<file path="config.mk">
export PLATFORM = sky130hd
export DESIGN_NAME = vtx_csr
export DESIGN_NICKNAME = d
export VERILOG_FILES = /design/src/rtl/core/vtx_pkg.sv /design/src/rtl/core/vtx_csr.sv
export SDC_FILE = /design/constraint.sdc
export NUM_CORES = 1
export LEC_CHECK = 0
export BUFFER_PORTS_ARGS = -buffer_cell sky130_fd_sc_hd__buf_2
export CAP_MARGIN = 15
export CELL_PAD_IN_SITES_DETAIL_PLACEMENT = 1
export CELL_PAD_IN_SITES_GLOBAL_PLACEMENT = 1
export CORE_MARGIN = 2
export CORE_UTILIZATION = 30
export CTS_BUF_LIST = sky130_fd_sc_hd__clkbuf_4 sky130_fd_sc_hd__clkbuf_8
export DETAILED_ROUTE_END_ITERATION = 6
export PLACE_DENSITY = 0.58
export SETUP_SLACK_MARGIN = 0.02
export SYNTH_ARGS = -nofsm -noshare
export SYNTH_HDL_FRONTEND = slang
export SYNTH_SLANG_ARGS = --single-unit
</file>
<file path="constraint.sdc">
create_clock -name clock -period 4.8 [get_ports clock]
set_input_delay 0.48 -clock clock [delete_from_list [all_inputs] [get_ports clock]]
set_output_delay 0.48 -clock clock [all_outputs]
set_load 0.03 [all_outputs]
</file>
<file path="src/rtl/core/vtx_pkg.sv">
// ============================================================================
// vtx_pkg : shared types and constants of the 4x4 vertex transform
// Widths of the bus fields, register map and the stage enable bundle that the
// top level hands to the row lanes.
// ============================================================================
package vtx_pkg;

   // Bus field widths (fixed by the stream and register formats)
   localparam int DATA_WIDTH     = 32;                  // one vector component
   localparam int NUM_COMP       = 4;                   // components per vector
   localparam int TDATA_WIDTH    = DATA_WIDTH * NUM_COMP;
   localparam int CFG_DATA_WIDTH = 64;
   localparam int NUM_REGS       = 8;
   localparam int REG_IDX_WIDTH  = 3;
   localparam int ADDR_LSB       = 3;                   // 8-byte register stride
   localparam int CSR_ADDR_WIDTH = REG_IDX_WIDTH + ADDR_LSB;
   localparam int ODD_ENTRY_LSB  = 32;                  // odd column in upper half

   // Register map
   localparam logic [REG_IDX_WIDTH-1:0] REG_ROW0_COLS01 = 3'd0;
   localparam logic [REG_IDX_WIDTH-1:0] REG_ROW0_COLS23 = 3'd1;
   localparam logic [REG_IDX_WIDTH-1:0] REG_ROW1_COLS01 = 3'd2;
   localparam logic [REG_IDX_WIDTH-1:0] REG_ROW1_COLS23 = 3'd3;
   localparam logic [REG_IDX_WIDTH-1:0] REG_ROW2_COLS01 = 3'd4;
   localparam logic [REG_IDX_WIDTH-1:0] REG_ROW2_COLS23 = 3'd5;
   localparam logic [REG_IDX_WIDTH-1:0] REG_ROW3_COLS01 = 3'd6;
   localparam logic [REG_IDX_WIDTH-1:0] REG_ROW3_COLS23 = 3'd7;

   // Pipeline stage positions in the valid vector
   localparam int STG_MUL  = 0;
   localparam int STG_PAIR = 1;
   localparam int STG_SUM  = 2;
   localparam int STG_OUT  = 3;
   localparam int NUM_STG  = 4;

   // Load enables for the lane stages
   typedef struct packed {
      logic mul_en;
      logic pair_en;
      logic sum_en;
   } vtx_stage_en_type;

endpackage : vtx_pkg

</file>
<file path="src/rtl/core/vtx_csr.sv">
// ============================================================================
// vtx_csr : matrix register file
// Eight 64-bit registers holding the row-major matrix, two entries each,
// written and read over an APB-style port. Resets to the identity matrix.
// ============================================================================
module vtx_csr #(
   parameter int FRAC_BITS = 16
) (
   input  logic                                   clock,
   input  logic                                   reset,
   input  logic                                   csr_psel,
   input  logic                                   csr_penable,
   input  logic                                   csr_pwrite,
   input  logic [vtx_pkg::CSR_ADDR_WIDTH-1:0]     csr_paddr,
   input  logic [vtx_pkg::CFG_DATA_WIDTH-1:0]     csr_pwdata,
   output logic [vtx_pkg::CFG_DATA_WIDTH-1:0]     csr_prdata,
   output logic                                   csr_pready,
   output logic [vtx_pkg::NUM_REGS-1:0][vtx_pkg::CFG_DATA_WIDTH-1:0] cfg_regs_o
);
   import vtx_pkg::*;

   localparam logic [CFG_DATA_WIDTH-1:0] ONE_LO = CFG_DATA_WIDTH'(1) << FRAC_BITS;
   localparam logic [CFG_DATA_WIDTH-1:0] ONE_HI = ONE_LO << ODD_ENTRY_LSB;

   logic [CFG_DATA_WIDTH-1:0] cfg_ff [NUM_REGS];
   logic [REG_IDX_WIDTH-1:0]  reg_idx;
   logic                      wr_en;

   assign reg_idx    = csr_paddr[CSR_ADDR_WIDTH-1:ADDR_LSB];
   assign wr_en      = csr_psel & csr_penable & csr_pwrite & csr_pready;
   assign csr_pready = 1'b1;

   // Register writes; reset loads the identity matrix
   always_ff @(posedge clock) begin
      if (reset) begin
         cfg_ff[REG_ROW0_COLS01] <= ONE_LO;
         cfg_ff[REG_ROW0_COLS23] <= '0;
         cfg_ff[REG_ROW1_COLS01] <= ONE_HI;
         cfg_ff[REG_ROW1_COLS23] <= '0;
         cfg_ff[REG_ROW2_COLS01] <= '0;
         cfg_ff[REG_ROW2_COLS23] <= ONE_LO;
         cfg_ff[REG_ROW3_COLS01] <= '0;
         cfg_ff[REG_ROW3_COLS23] <= ONE_HI;
      end else if (wr_en) begin
         cfg_ff[reg_idx] <= csr_pwdata;
      end
   end

   // Read back
   assign csr_prdata = cfg_ff[reg_idx];

   always_comb begin
      for (int i = 0; i < NUM_REGS; i++) begin
         cfg_regs_o[i] = cfg_ff[i];
      end
   end

endmodule : vtx_csr

</file>
# Word-level counts from Yosys, hierarchy flattened
# Memory sizes are Yosys's and may differ from the RTL's.
# Cells that the tools add are included.
totals:
  reg_bits: 0
  inputBits: 75
  elab_cells: 12
  mem_count: 1
  mem_bits_rw: 512
  out_inout_bits: 577
op_classes:
  bitwise: 2
  n_reduce_logical: 1
  muxes: 8
memory_table:
  columns: ["memory", "depth", "width", "rd", "rd_ports_with_merged_regs", "wr", "line_no", "rtl"]
  rows:
  - ["cfg_ff", 8, 64, 9, 0, 8, "vtx_csr.sv:25", "logic [CFG_DATA_WIDTH-1:0] cfg_ff [NUM_REGS];"]
ops:
  columns: ["cell", "count"]
  rows:
  - ["$mux W64", 1]
  - ["$reduce_or A64 Y1", 1]
  - ["$mux W1", 6]
  - ["$mux W3", 1]
  - ["$and A1 B1 Y1", 2]

# Longest topological paths before layout
logic_depth:
  word_depth: 7
  depth_mapped: 6
  mapped_depth_nobuf: 3

# Least setup slack after synthesis
# No wires, ideal clock.
synth_path:
  path_type: "input port to flip-flop"
  start: "input port csr_paddr[3] (netlist name)"
  end: "memory cfg_ff[1][0], enable pin"
  required_time_ns: 4.406
  n_path_buf: 2
  arrival_time_ns: 2.085
  setup_ns: 0.394
  path_slack_ns: 2.320
  cell_stages: 5
  path_cell_list: "buf_4 -> inv_1 -> nor4_1 -> clkbuf_2 -> or2_2"
synth_rtl:
  columns: ["element", "line_no", "rtl"]
  rows:
  - ["from (decl)", "vtx_csr.sv:14", "input logic [vtx_pkg::CSR_ADDR_WIDTH-1:0] csr_paddr,"]
  - ["to (decl)", "vtx_csr.sv:25", null]

# Worst setup path after layout
layout_path:
  start: "input port csr_paddr[4] (netlist name)"
  end: "output port csr_prdata[62] (netlist name)"
layout_via:
  elab_chain_cells: 1
layout_lines:
  columns: ["element", "line_no", "rtl"]
  rows:
  - ["$mem_v2 Z8 W64", null, null]
  - ["to (decl)", "vtx_csr.sv:16", "output logic [vtx_pkg::CFG_DATA_WIDTH-1:0] csr_prdata,"]
# No other way between the ends.

==> impl_table.tex <==
\begin{tabular}{lr}
\hline
Metric & Value \\
\hline
\multicolumn{2}{l}{\textbf{Status}} \\
\quad Result of the run & finished, final reports clean \\
\multicolumn{2}{l}{\textbf{Setup path}} \\
\quad Max stage delay cell, worst path & buf\_4 \\
\quad Maximum fanout along the worst path & 51 \\
\quad Largest stage delay, worst path & 0.71 ns \\
\quad Worst endpoint required time & 4.32 ns \\
\quad Nature of the critical path endpoint & output port \\
\quad Critical path cell sequence & buf\_4 -> buf\_4 -> nand3b\_1 -> a21oi\_1 -> o32a\_1 -> buf\_2 \\
\quad Library cell appearing most often on the critical path & buf\_4 \\
\quad Critical path data arrival time & 2.80 ns \\
\quad CP Launch Type & primary input \\
\quad Crit path kind & in2out \\
\multicolumn{2}{l}{\textbf{Floorplanning}} \\
\quad Std cell rows & 101 \\
\quad Core area & 75570 sq um \\
\quad Overall die width & 279.8 um \\
\quad Die footprint & 78300 sq um \\
\quad Overall die height & 279.8 um \\
\quad Count of boundary I/O pins & 652 \\
\quad Initial Util & 0.3020 \\
\multicolumn{2}{l}{\textbf{Place}} \\
\quad Buffers on Ports & 647 \\
\quad Worst slack, placed & 1.506 ns \\
\quad Placed cell area & 27210 sq um \\
\quad Number of cells in the design after placement & 2944 \\
\quad Final Wtd Congestion & 0.8052 \\
\quad DPL Wire Length & 55.78 mm \\
\multicolumn{2}{l}{\textbf{Layout}} \\
\quad Final core utilization & 0.3845 \\
\quad Largest registers in the final layout & cfg\_ff: 512 flops \\
\quad Number of flip-flops in the largest register & 512 \\
\quad Final standard cell area without fillers & 29050 sq um \\
\quad Layout cells sized above 1 & 0.4733 \\
\quad Register containing the most flip-flops in the final layout & cfg\_ff \\
\quad Net count, final & 2135 \\
\quad Area growth from synthesis to layout & 27.30\% \\
\quad Non-filler instance count after layout & 3119 \\
\multicolumn{2}{l}{\textbf{STA}} \\
\quad Measured slew at the worst slew-check pin & 1.079 ns \\
\quad Final-report setup violation count & 0 \\
\quad Final Cycle Share & 0.6831 \\
\quad Total negative setup slack & 0 ns \\
\quad Final hold viol count & 0 \\
\quad Headroom to the max-slew limit & 0.2808 \\
\quad RSZ-0062 raised after global routing & false \\
\quad Max Fclk & 0.3050 GHz \\
\quad Smallest setup slack after layout & 1.521 ns \\
\quad Pins over their slew limit & 0 \\
\quad Post-route minimum period & 3.279 ns \\
\multicolumn{2}{l}{\textbf{Logic synthesis}} \\
\quad Synth warn & 0 \\
\quad Multiplexer share of the synthesized area & 0.1450 \\
\quad Post-synthesis instance area & 22820 sq um \\
\quad Cell variety after synth & 26 \\
\quad Share of the synthesized area in the top cell type & 0.6736 \\
\quad Flop and latch count out of synthesis & 512 \\
\quad Post-Synth Adder-Cell Area & 0 \\
\quad Mean instance size in the synthesized netlist & 16.44 sq um \\
\quad Combinational family with the most area after synthesis & simple AND/OR/NAND/NOR gates \\
\quad Post-synth top area cell & edfxtp\_1 \\
\quad Synth Instances & 1388 \\
\quad Share of the synthesized area in compound gates (AO/OA/AOI/OAI) & 0.001042 \\
\quad Simple-gate share of the synthesized area & 0.1593 \\
\quad Seq/Total Area, Yosys & 0.6736 \\
\quad Mapped Nets & 1463 \\
\quad Share of the synthesized netlist area taken by xor and xnor gates & 0 \\
\quad Synth area leaders & edfxtp\_1 67\%, and2\_1 14\%, mux4\_2 13\% \\
\multicolumn{2}{l}{\textbf{Power and ir drop}} \\
\quad Portion of total power attributed to the clock network & 0.368 \\
\quad Combinational power share & 0.153 \\
\quad Psw & 3210 uW \\
\quad Power Dens Cells & 381.9 nW/um\^{}2 \\
\quad Static power due to leakage & 0.01139 uW \\
\quad Net switching share of the total power & 0.2893 \\
\quad Sequential power share & 0.479 \\
\quad Peak supply drop & 0.2243 mV \\
\quad Internal power contribution & 7885 uW \\
\multicolumn{2}{l}{\textbf{Clock network}} \\
\quad Clk pin slew, worst setup/hold paths & 0.06 ns \\
\quad Number of hold buffers added after cts & 0 \\
\quad Post\_cts resized & 0 \\
\quad Total CTS buffers & 92 \\
\quad CTS tree & yes \\
\quad Clock Tree Buf Depth & 3 \\
\quad H-tree levels & 3 \\
\quad Root buffer cell & clkbuf\_8 \\
\quad Number of sinks on the clock net & 512 \\
\quad Number of post-CTS setup repair buffers & 0 \\
\multicolumn{2}{l}{\textbf{Detailed routing}} \\
\quad Vias per inst & 4.822 \\
\quad Average wire per cell in the routed design & 28.46 um \\
\quad Post-route DRC & 0 \\
\quad Antenna-violating nets left & 0 \\
\quad Number of design-rule violations left by the first detailed-router iteration & 1130 \\
\quad DRT Wirelength & 88.77 mm \\
\quad Count of TritonRoute iterations in the first routing pass & 5 \\
\quad Vias after detailed routing & 15040 \\
\multicolumn{2}{l}{\textbf{Global routing}} \\
\quad Pin count of the biggest net entering global routing & 68 \\
\quad Global route overflow & 0 \\
\quad First-pass GRT wire length & 123.9 mm \\
\quad Initial antenna violation count & 9 \\
\quad Vias in the first global route & 16490 \\
\quad Total GRT Usage & 0.2236 \\
\multicolumn{2}{l}{\textbf{Min path}} \\
\quad Class of the worst hold path & in2reg \\
\quad Depth of the worst hold-timing path & 2 \\
\quad End point of the worst hold path & cfg\_ff[5][16]\$\_SDFFCE\_PN1P\_ \\
\quad Hold Startpoint & csr\_pwdata[16] \\
\multicolumn{2}{l}{\textbf{Job}} \\
\quad Max-capacitance violation count & 0 \\
\hline
\end{tabular}
power by group through the flow:
stage	Clock [uW]	Combinational (uW)	Sequential, uW
after floorplan	0	562	5870
after global placement	0	1710	5390
after detailed placement	0	1720	5400
after CTS	4210	1720	5320
after global routing	4390	1770	5340
final	4090	1690	5310
metal layers:
layer  vias to the layer above  global-route usage  part of all wire
li1                       6466                   -                 -
met1                      7772              0.2722              0.39
met2                       684              0.3839              0.50
met3                       113             0.06856             0.089
met4                         4             0.06061             0.021
met5                         -                   0           0.00037
critical path, delay by kind of cell:
| kind | cells | cell delay, ns |
|---|---|---|
| and+or+nand+nor | 1 | 0.20 |
| AOI/OAI and AO/OA | 2 | 0.45 |
| buffers and inverters | 3 | 1.60 |
through the flow:
step / hold slack, ns / total power, uW
2_1_floorplan: 0.6578 / 6434
3_3_place_gp: 0.8324 / 7105
3_5_place_dp: 0.8415 / 7124
4_1_cts: 0.07280 / 11250
5_1_grt: 0.1030 / 11500
6_report: 0.1611 / 11100
cell families after synthesis:
family | after synthesis
buffers and inverters | 99
AND/OR/NAND/NOR | 606
other | 1
multiplexers | 167
flip-flops | 512
AO/OA/AOI/OAI | 3
layout make-up:
class | count | area (sq um)
fillers | 7954 | 46520
flip-flops and latches | 512 | 15370
multi-input cells | 777 | 7042
repair buffers | 675 | 3567
clock buffers | 131 | 1578
well taps | 978 | 1224
clock inverters | 35 | 239.0
diodes | 9 | 22.52
inverters | 2 | 7.507
Yosys cell counts (all sizes together):
master	n
nor4b	2
conb	1
clkbuf	72
edfxtp	512
mux2i	1
nand3b	1
nand4b	1
nand2b	5
mux2	39
nor3	4
clkinv	1
and2	508
mux4	127
or2	8
inv	1
buf	25
a21oi	1
a31o	1
nor2	1
nand2	74
o32a	1
nor4	2
cell usage in the layout, fill, tap and decap left out, types with 2 or more instances in the layout:
| cell type | n |
|---|---|
| clkbuf_8 | 95 |
| mux2_2 | 39 |
| buf_4 | 21 |
| nand2_1 | 74 |
| clkinv_2 | 12 |
| bufinv_16 | 2 |
| mux4_2 | 127 |
| inv_8 | 2 |
| diode_2 | 9 |
| nor3_2 | 4 |
| nor4_2 | 2 |
| edfxtp_1 | 512 |
| nor4b_4 | 2 |
| buf_2 | 644 |
| buf_12 | 8 |
| clkinv_1 | 17 |
| and2_1 | 508 |
| nand2b_1 | 5 |
| clkbuf_4 | 36 |
| or2_4 | 8 |
| clkinv_8 | 2 |
worst max path at each step:
stage	startpoint	endpoint	slack, ns	cells past startpoint
3_3_place_gp	csr_paddr[4]	csr_prdata[62]	1.51	6
3_5_place_dp	csr_paddr[4]	csr_prdata[62]	1.51	6
6_report	csr_paddr[4]	csr_prdata[62]	1.52	6
4_1_cts	csr_paddr[4]	csr_prdata[62]	1.48	6
5_1_grt	csr_paddr[4]	csr_prdata[62]	1.42	6
2_1_floorplan	csr_paddr[3]	cfg_ff[1][0]$_SDFFCE_PN0P_	2.32	5
No activity file was read; power rests on OpenSTA's default activity.
