File: src/rtl/core/vtx_pkg.sv
// ============================================================================
// vtx_pkg : shared types and constants of the 4x4 vertex transform
// Widths of the bus fields, register map and the stage enable bundle that the
// top level hands to the row lanes.
// ============================================================================
package vtx_pkg;

   // Bus field widths (fixed by the stream and register formats)
   localparam int DATA_WIDTH     = 32;                  // one vector component
   localparam int NUM_COMP       = 4;                   // components per vector
   localparam int TDATA_WIDTH    = DATA_WIDTH * NUM_COMP;
   localparam int CFG_DATA_WIDTH = 64;
   localparam int NUM_REGS       = 8;
   localparam int REG_IDX_WIDTH  = 3;
   localparam int ADDR_LSB       = 3;                   // 8-byte register stride
   localparam int CSR_ADDR_WIDTH = REG_IDX_WIDTH + ADDR_LSB;
   localparam int ODD_ENTRY_LSB  = 32;                  // odd column in upper half

   // Register map
   localparam logic [REG_IDX_WIDTH-1:0] REG_ROW0_COLS01 = 3'd0;
   localparam logic [REG_IDX_WIDTH-1:0] REG_ROW0_COLS23 = 3'd1;
   localparam logic [REG_IDX_WIDTH-1:0] REG_ROW1_COLS01 = 3'd2;
   localparam logic [REG_IDX_WIDTH-1:0] REG_ROW1_COLS23 = 3'd3;
   localparam logic [REG_IDX_WIDTH-1:0] REG_ROW2_COLS01 = 3'd4;
   localparam logic [REG_IDX_WIDTH-1:0] REG_ROW2_COLS23 = 3'd5;
   localparam logic [REG_IDX_WIDTH-1:0] REG_ROW3_COLS01 = 3'd6;
   localparam logic [REG_IDX_WIDTH-1:0] REG_ROW3_COLS23 = 3'd7;

   // Pipeline stage positions in the valid vector
   localparam int STG_MUL  = 0;
   localparam int STG_PAIR = 1;
   localparam int STG_SUM  = 2;
   localparam int STG_OUT  = 3;
   localparam int NUM_STG  = 4;

   // Load enables for the lane stages
   typedef struct packed {
      logic mul_en;
      logic pair_en;
      logic sum_en;
   } vtx_stage_en_type;

endpackage : vtx_pkg

File: src/rtl/core/vtx_merge.sv
// ============================================================================
// vtx_merge : scaling, saturation and output register
// Drops the fraction bits of each row sum (floor), clamps to the signed
// word range and packs the four rows into the output word.
// ============================================================================
module vtx_merge #(
   parameter int WORD_WIDTH = 32,
   parameter int FRAC_BITS  = 16
) (
   input  logic                                              clock,
   input  logic                                              load_en,
   input  logic [vtx_pkg::NUM_COMP-1:0][2*WORD_WIDTH+1:0]    row_sum_i,
   output logic [vtx_pkg::TDATA_WIDTH-1:0]                   tdata_o
);
   import vtx_pkg::*;

   localparam int SW = 2 * WORD_WIDTH + 2;
   localparam logic [WORD_WIDTH-1:0] SAT_MAX = {1'b0, {(WORD_WIDTH-1){1'b1}}};
   localparam logic [WORD_WIDTH-1:0] SAT_MIN = {1'b1, {(WORD_WIDTH-1){1'b0}}};

   logic signed [SW-1:0]         shifted [NUM_COMP];
   logic signed [WORD_WIDTH-1:0] sat     [NUM_COMP];
   logic [TDATA_WIDTH-1:0]       tdata_in;
   logic [TDATA_WIDTH-1:0]       tdata_ff;

   // Arithmetic shift then clamp; in range when all upper bits match the sign
   always_comb begin
      for (int r = 0; r < NUM_COMP; r++) begin
         shifted[r] = $signed(row_sum_i[r]) >>> FRAC_BITS;
         if ((&shifted[r][SW-1:WORD_WIDTH-1]) || !(|shifted[r][SW-1:WORD_WIDTH-1])) begin
            sat[r] = shifted[r][WORD_WIDTH-1:0];
         end else if (shifted[r][SW-1]) begin
            sat[r] = SAT_MIN;
         end else begin
            sat[r] = SAT_MAX;
         end
         tdata_in[DATA_WIDTH*r +: DATA_WIDTH] = DATA_WIDTH'(sat[r]);
      end
   end

   always_ff @(posedge clock) begin
      if (load_en) begin
         tdata_ff <= tdata_in;
      end
   end

   assign tdata_o = tdata_ff;

endmodule : vtx_merge

File: config.mk
export PLATFORM = sky130hd
export DESIGN_NAME = vtx_merge
export DESIGN_NICKNAME = d
export VERILOG_FILES = /design/src/rtl/core/vtx_pkg.sv /design/src/rtl/core/vtx_merge.sv
export SDC_FILE = /design/constraint.sdc
export NUM_CORES = 1
export LEC_CHECK = 0
export ABC_AREA = 0
export BUFFER_PORTS_ARGS = -buffer_cell sky130_fd_sc_hd__buf_2
export CELL_PAD_IN_SITES_DETAIL_PLACEMENT = 2
export CELL_PAD_IN_SITES_GLOBAL_PLACEMENT = 2
export CORE_ASPECT_RATIO = 0.75
export CORE_MARGIN = 10
export CORE_UTILIZATION = 27
export CTS_CLUSTER_DIAMETER = 150
export DETAILED_ROUTE_END_ITERATION = 8
export HOLD_SLACK_MARGIN = 0.06
export PLACE_DENSITY_LB_ADDON = 0.1
export SLEW_MARGIN = 0
export SYNTH_ARGS = -nofsm -noshare
export SYNTH_HDL_FRONTEND = slang
export SYNTH_SLANG_ARGS = --single-unit
File: constraint.sdc
create_clock -name clock -period 3.3 [get_ports clock]
set_input_delay 0.165 -clock clock [delete_from_list [all_inputs] [get_ports clock]]
set_output_delay 0.165 -clock clock [all_outputs]
set_load 0.02 [all_outputs]
[Word level (Yosys, flattened, before mapping)]
Index checks and enable logic that the tools add are counted.
Word-level totals
  word-level logic and storage cells: 25
  bits in registers: 128
  bits of input ports: 266
Cells by class
  muxes and demuxes: 8
  reduce and logical (&&, ||, !) cells: 16
Operators by type and width (number)
  32-bit two-way mux: 8
  19-bit AND reduction: 4
  19-bit OR reduction: 4
  1-bit zero test: 4
  1-bit logical OR: 4

[Longest topological paths before layout]
Gate-level depths: netlist of run 1.
  depth in word-level cells: 4
  gate-level depth with buffers: 6

[Worst setup path after synthesis of run 1]
Ideal clock, no wire load.
  kind: input to register
  from: input port row_sum_i[256] (netlist bit)
  to: register tdata_ff[100], in the netlist tdata_o[100], data pin
  setup time: 0.254 ns
  slack: 1.837 ns
  buffers on the path: 1
  cell stages on the path: 6
  arrival time: 1.208 ns
  path through: nor4_1 nand4_1 nor4_2 a311oi_2 buf_6 a21o_2
RTL lines
  start: declaration: RTL line vtx_merge.sv:12  | input logic [vtx_pkg::NUM_COMP-1:0][2*WORD_WIDTH+1:0] row_sum_i,
  end signal: assignment: RTL line vtx_merge.sv:43  | tdata_ff <= tdata_in;
  end: declaration: RTL line vtx_merge.sv:24  | logic [TDATA_WIDTH-1:0] tdata_ff;

==> results of run 1 <==
==> final cells by class <==
type | count | area [um2] | share of cell area (%)
clock buffer | 18 | 429 | 4.65
clock inverter | 14 | 124 | 1.34
sequential | 128 | 3840 | 41.7
timing repair buffer | 463 | 2990 | 32.4
antenna | 1 | 2.50 | 0.0271
multi-input combinational | 184 | 1520 | 16.4
tap | 258 | 323 | 3.50
==> worst max-delay path by stage <==
stage                                   to  depth (start not counted)      startpoint
global route          tdata_o[4]$_DFFE_PP_                          7   row_sum_i[65]
global placement      tdata_o[9]$_DFFE_PP_                          6   row_sum_i[65]
finish               tdata_o[62]$_DFFE_PP_                          7  row_sum_i[131]
CTS                  tdata_o[29]$_DFFE_PP_                          7   row_sum_i[65]
floorplan           tdata_o[100]$_DFFE_PP_                          6  row_sum_i[256]
detailed placement  tdata_o[117]$_DFFE_PP_                          6  row_sum_i[263]
==> logic make-up after synthesis <==
family / count (synthesis) / share of synthesized area (%)
flops: 128 / 68.9
compound gates: 132 / 20.4
simple gates: 52 / 5.92
buf+inv: 28 / 4.78
==> critical path: cells and delay by family <==
family,cells,cell delay [ns]
buffers and inverters,2,0.70
AND/OR/NAND/NOR,3,0.76
AO/OA/AOI/OAI,2,0.86
==> cell usage in the layout (no fill, tap or decap), drive strengths merged <==
| cell type | count |
|---|---|
| a21o | 124 |
| a311oi | 4 |
| a31o | 4 |
| and3 | 4 |
| buf | 335 |
| bufinv | 2 |
| clkbuf | 18 |
| clkinv | 8 |
| clkinvlp | 4 |
| diode | 1 |
| dlygate4sd3 | 128 |
| edfxtp | 128 |
| nand4 | 20 |
| nor2 | 8 |
| nor4 | 20 |
==> routing by layer <==
| layer | GRT usage [%] | up-vias | wire [um] |
|---|---|---|---|
| li1 | - | 2281 | - |
| met1 | 16.8 | 2397 | 8220 |
| met2 | 31.6 | 189 | 12500 |
| met3 | 8.52 | 23 | 2340 |
| met4 | 4.44 | 0 | 292 |
| met5 | 0 | - | 0 |
==> power groups by stage <==
stage | logic [W] | clock network, W | registers [W]
after global placement | 0.000603 | 0 | 0.00199
after detailed placement | 0.000617 | 0 | 0.00200
after floorplan | 0.000109 | 0 | 0.00217
after global routing | 0.000798 | 0.00193 | 0.00198
final | 0.000742 | 0.00180 | 0.00197
after CTS | 0.000745 | 0.00183 | 0.00197
==> Yosys cell counts <==
library cell	n	area share, %
a31o_2	4	0.63
nor4_1	16	1.8
nor4_2	4	0.90
a21o_1	31	4.2
nand4_1	20	2.2
clkbuf_1	1	0.067
edfxtp_1	128	69
and3_1	4	0.45
a311oi_2	3	0.81
buf_2	6	0.54
a311oi_1	1	0.16
dlygate4sd3_1	3	0.54
buf_6	18	3.6
nor2_1	8	0.54
a21o_2	93	15
==> through the flow <==
step	util, %	power (W)	area [um2]	setup WS, ns
global route	45.5	0.00471	9230	0.903
floorplan	-	0.00228	5580	1.84
global placement	36.5	0.00259	7390	1.24
detailed placement	36.5	0.00262	7390	1.21
finish	45.5	0.00450	9230	1.09
CTS	45.5	0.00454	9230	1.11
==> what timing repair did <==
action                     in CTS  in global routing
hold endpoints to repair      128                  0
buffers inserted                0                  0
setup endpoints to repair       0                  0
hold buffers                  128                  0
==> results.txt, run 1 <==
run status: completed
RSZ-0062 raised after global routing: no
crit path capture type: register
Setup Crit Path Kind: in2reg
clk root buf: clkbuf_16
Least-Margin Pin Slew: 0.737 ns
DRT Wirelength: 23.4 mm
Placed Cells: 905
gr ovfl total: 0
Final Cycle Share: 66.8%
pwr/cell area: 488 nW/um2
layout cell share with drive strength beyond 1: 57.7%
final setup fails: 0
Worst-path clk slew: 0.06 ns
min-delay src: load_en
Starting Density: 27.5%
nets@finish: 1060
Slowest Stage Delay on Critical Path: 0.61 ns
Clock power frac: 39.9%
core area: 20300 um2
maximum clock rate: 453 MHz
Routed Antenna Nets: 0
largest net degree at the start of global routing: 63
crit path cell chain: dlygate4sd3_1, buf_2, nor4_1, nand4_1, nor4_2, a31o_2, a21o_2
#FFs+latches synth: 128
Final Critical Period: 2.21 ns
DRC Markers: 0
antenna violations before repair: 1
register area share after synthesis: 68.9%
NetSw: 0.00114 W
Final GP Congestion: 0.786
max-cap violation count: 0
die width: 186 um
Comb pwr share: 16.5%
Yosys warning total: 0
FILL cells: 2057
Critical Path AT: 2.49 ns
DR WL/cell: 21.9 um
endpoints failing hold: 0
Row Count: 45
synth-to-layout area growth: 65.5%
Synth cell types: 15
input/output buffers: 329
Mean Syn Cell Area: 16.4 um2
max-slew violations: 0
Worst Setup Start Kind: input port
Clock Sink Count: 128
leakage: 4.23 nW
Worst Hold Depth: 1
aggregate global-route resource usage: 17.2%
Detailed Routing Iterations Pass 1: 4
die area: 26900 um2
IO Pins: 394
Critical Path RT: 3.58 ns
Synth Instances: 340
CTS tree: done
DR vias/cell: 4.59
CTS Buf Count: 17
CTS max path bufs: 2
htree depth: 4
initial drt markers: 146
share of power burned in registers: 43.7%
Cell Count, Final, Fillers Out: 1066
Pint: 0.00336 W
Slowest-stage cell, CP: a31o_2
DP Wirelength: 16.2 mm
synthesized area: 5580 um2
Sw Ratio: 25.4%
Largest register FFs: 128
setup TNS: 0 ns
normalized max-slew margin: 50.9%
first-pass GRT wire length: 34.7 mm
HP Class: in2reg
Die Span Y: 144 um
Hold EP: tdata_o[105]$_DFFE_PP_
WHS: 0.308 ns
vias in the first global route: 5766
maximum VDD drop: 0.230 mV
Post-Syn Nets: 606
Vias: 4890
CP max FO: 31
Resize count post-CTS: 0
Power figures use the tool's default switching activity.
==> run 2, diff against run 1 <==
--- a/config.mk
+++ b/config.mk
@@ -11,7 +11,7 @@
 export CELL_PAD_IN_SITES_GLOBAL_PLACEMENT = 2
 export CORE_ASPECT_RATIO = 0.75
 export CORE_MARGIN = 10
-export CORE_UTILIZATION = 27
+export CORE_UTILIZATION = 22
 export CTS_CLUSTER_DIAMETER = 150
 export DETAILED_ROUTE_END_ITERATION = 8
 export HOLD_SLACK_MARGIN = 0.06
==> constraint.sdc (replaced) <==
create_clock -name clock -period 1.9 [get_ports clock]
set_input_delay 0.095 -clock clock [delete_from_list [all_inputs] [get_ports clock]]
set_output_delay 0.095 -clock clock [all_outputs]
set_load 0.02 [all_outputs]
==> results.txt, run 2 (synthesized netlist as in run 1, its figures left out) <==
run status: completed (unchanged)
DP Wirelength: 17.5 mm (was 16.2 mm)
Slowest-stage cell, CP: dlygate4sd3_1 (was a31o_2)
layout cell share with drive strength beyond 1: 58.6% (was 57.7%)
aggregate global-route resource usage: 14.5% (was 17.2%)
Clock Sink Count: 128 (unchanged)
Final Power: 0.00801 W (was 0.00450 W)
die area: 32200 um2 (was 26900 um2)
Critical Path RT: 2.07 ns (was 3.58 ns)
clk root buf: clkbuf_16 (unchanged)
dpl cell area: 7660 um2 (was 7390 um2)
Worst Setup Start Kind: input port (unchanged)
maximum VDD drop: 0.584 mV (was 0.230 mV)
nets@finish: 1074 (was 1060)
Final GP Congestion: 0.820 (was 0.786)
IO Pins: 394 (unchanged)
Least-Margin Pin Slew: 0.618 ns (was 0.737 ns)
initial drt markers: 138 (was 146)
Vias: 4988 (was 4890)
n_diodes: 0 (was 1)
Core Util, Final: 38.3% (was 45.5%)
HP Class: in2reg (unchanged)
normalized max-slew margin: 58.8% (was 50.9%)
WHS: 0.248 ns (was 0.308 ns)
commonest non-fill, non-tap cell in the layout: buf_2 (unchanged)
Final Critical Period: 1.85 ns
Slowest Stage Delay on Critical Path: 0.54 ns (was 0.61 ns)
antenna violations before repair: 0 (was 1)
setup ws final: 0.0542 ns (was 1.09 ns)
gr ovfl total: 0 (unchanged)
crit path cell chain: dlygate4sd3_1, buf_2, nor4_2, nand4_1, nor4_4, a311oi_4, buf_4, a21o_2 (was dlygate4sd3_1, buf_2, nor4_1, nand4_1, nor4_2, a31o_2, a21o_2)
vias in the first global route: 5802 (was 5766)
Starting Density: 22.3% (was 27.5%)
commonest non-fill, non-tap cells in the layout: buf_2, dlygate4sd3_1, edfxtp_1 (unchanged)
max-cap violation count: 0 (unchanged)
Routed Antenna Nets: 0 (unchanged)
largest net degree at the start of global routing: 66 (was 63)
register area: 3840 um2 (unchanged)
cell area after layout: 9560 um2 (was 9230 um2)
synth-to-layout area growth: 71.5% (was 65.5%)
max-slew violations: 0 (unchanged)
DR WL/cell: 20.8 um (was 21.9 um)
CP max FO: 13 (was 31)
Worst-path clk slew: 0.06 ns (about the same)
crit path capture type: register (unchanged)
CTS max path bufs: 2 (unchanged)
pwr/cell area: 838 nW/um2 (was 488 nW/um2)
FILL cells: 2624 (was 2057)
htree depth: 4 (unchanged)
pre-CTS setup slack: -0.00840 ns (was 1.21 ns)
DRT Wirelength: 24.1 mm (was 23.4 mm)
endpoints failing hold: 0 (unchanged)
final setup fails: 0 (unchanged)
CTS tree: done (unchanged)
area of the multi-input gates: 1530 um2 (was 1520 um2)
Row Count: 50 (was 45)
core area: 25000 um2 (was 20300 um2)
Detailed Routing Iterations Pass 1: 4 (unchanged)
DRC Markers: 0 (unchanged)
Final Cycle Share: 97.1%
Die Span Y: 158 um (was 144 um)
Critical Path AT: 2.02 ns (was 2.49 ns)
leakage: 4.35 nW (was 4.23 nW)
CTS Buf Count: 17 (unchanged)
die width: 204 um (was 186 um)
maximum clock rate: 542 MHz
DR vias/cell: 4.30 (was 4.59)
Setup Crit Path Kind: in2reg (unchanged)
input/output buffers: 329 (unchanged)
first-pass GRT wire length: 35.5 mm (was 34.7 mm)
Largest register FFs: 128 (unchanged)
run 2: changes by cell type in the layout (fill, tap and decap cells not counted), moves of 2 or more:
cell	before	now
buf_6	0	2
buf_4	6	8
clkinvlp_4	4	2
buf_2	328	330
clkinv_1	5	3
buf_12	1	8
run 2: cell type report:
| cell class | count | share of cell area (%) |
|---|---|---|
| Clock inverter | 13 | 1.52 |
| Tap cell | 338 | 4.42 |
| Sequential cell | 128 | 40.2 |
| Clock buffer | 19 | 4.53 |
| Timing Repair Buffer | 477 | 33.3 |
| Multi-Input combinational cell | 184 | 16.0 |
run 2: per-stage QoR:
| stage | cells | TNS [ns] |
|---|---|---|
| after global routing | 1159 | -0.554 |
| after floorplan | 340 | 0 |
| after CTS | 1156 | 0 |
| after global placement | 995 | 0 |
| after detailed placement | 995 | -0.0433 |
| final | 1159 | 0 |
run 2: worst max-delay path: cells and delay by family:
kind | cells | cell delay (ns)
AO/OA/AOI/OAI | 2 | 0.30
buffers and inverters | 3 | 0.94
AND/OR/NAND/NOR | 3 | 0.69
run 2: path summary, 6_finish.rpt:
| check | startpoint | end | slack (ns) | depth (start not counted) |
|---|---|---|---|---|
| worst min-delay path | row_sum_i[263] | tdata_o[122]$_DFFE_PP_ | 0.25 | 3 |
| worst max-delay path | row_sum_i[65] | tdata_o[17]$_DFFE_PP_ | 0.05 | 8 |
run 2: layer usage:
layer  wire length [um]  vias up  global-route usage [%]
met3               2160       26                    6.66
met1               9610     2466                    16.0
met5                  0        -                       0
met4                382        0                    4.71
met2              11900      190                    24.4
li1                   -     2306                       -
run 2: power by group:
part	total [W]	internal (W)	switching, W
Clock	0.00328	0.00204	0.00124
Sequential	0.00341	0.00336	0.0000527
Combinational	0.00132	0.000597	0.000724
Total	0.00801	0.00599	0.00202
run 2: timing repair:
item	4_1_cts	5_1_grt
resized for setup	0	3
hold buffers	129	0
endpoints found under the hold margin	141	0
buffers inserted	0	1
setup endpoints to repair	0	57
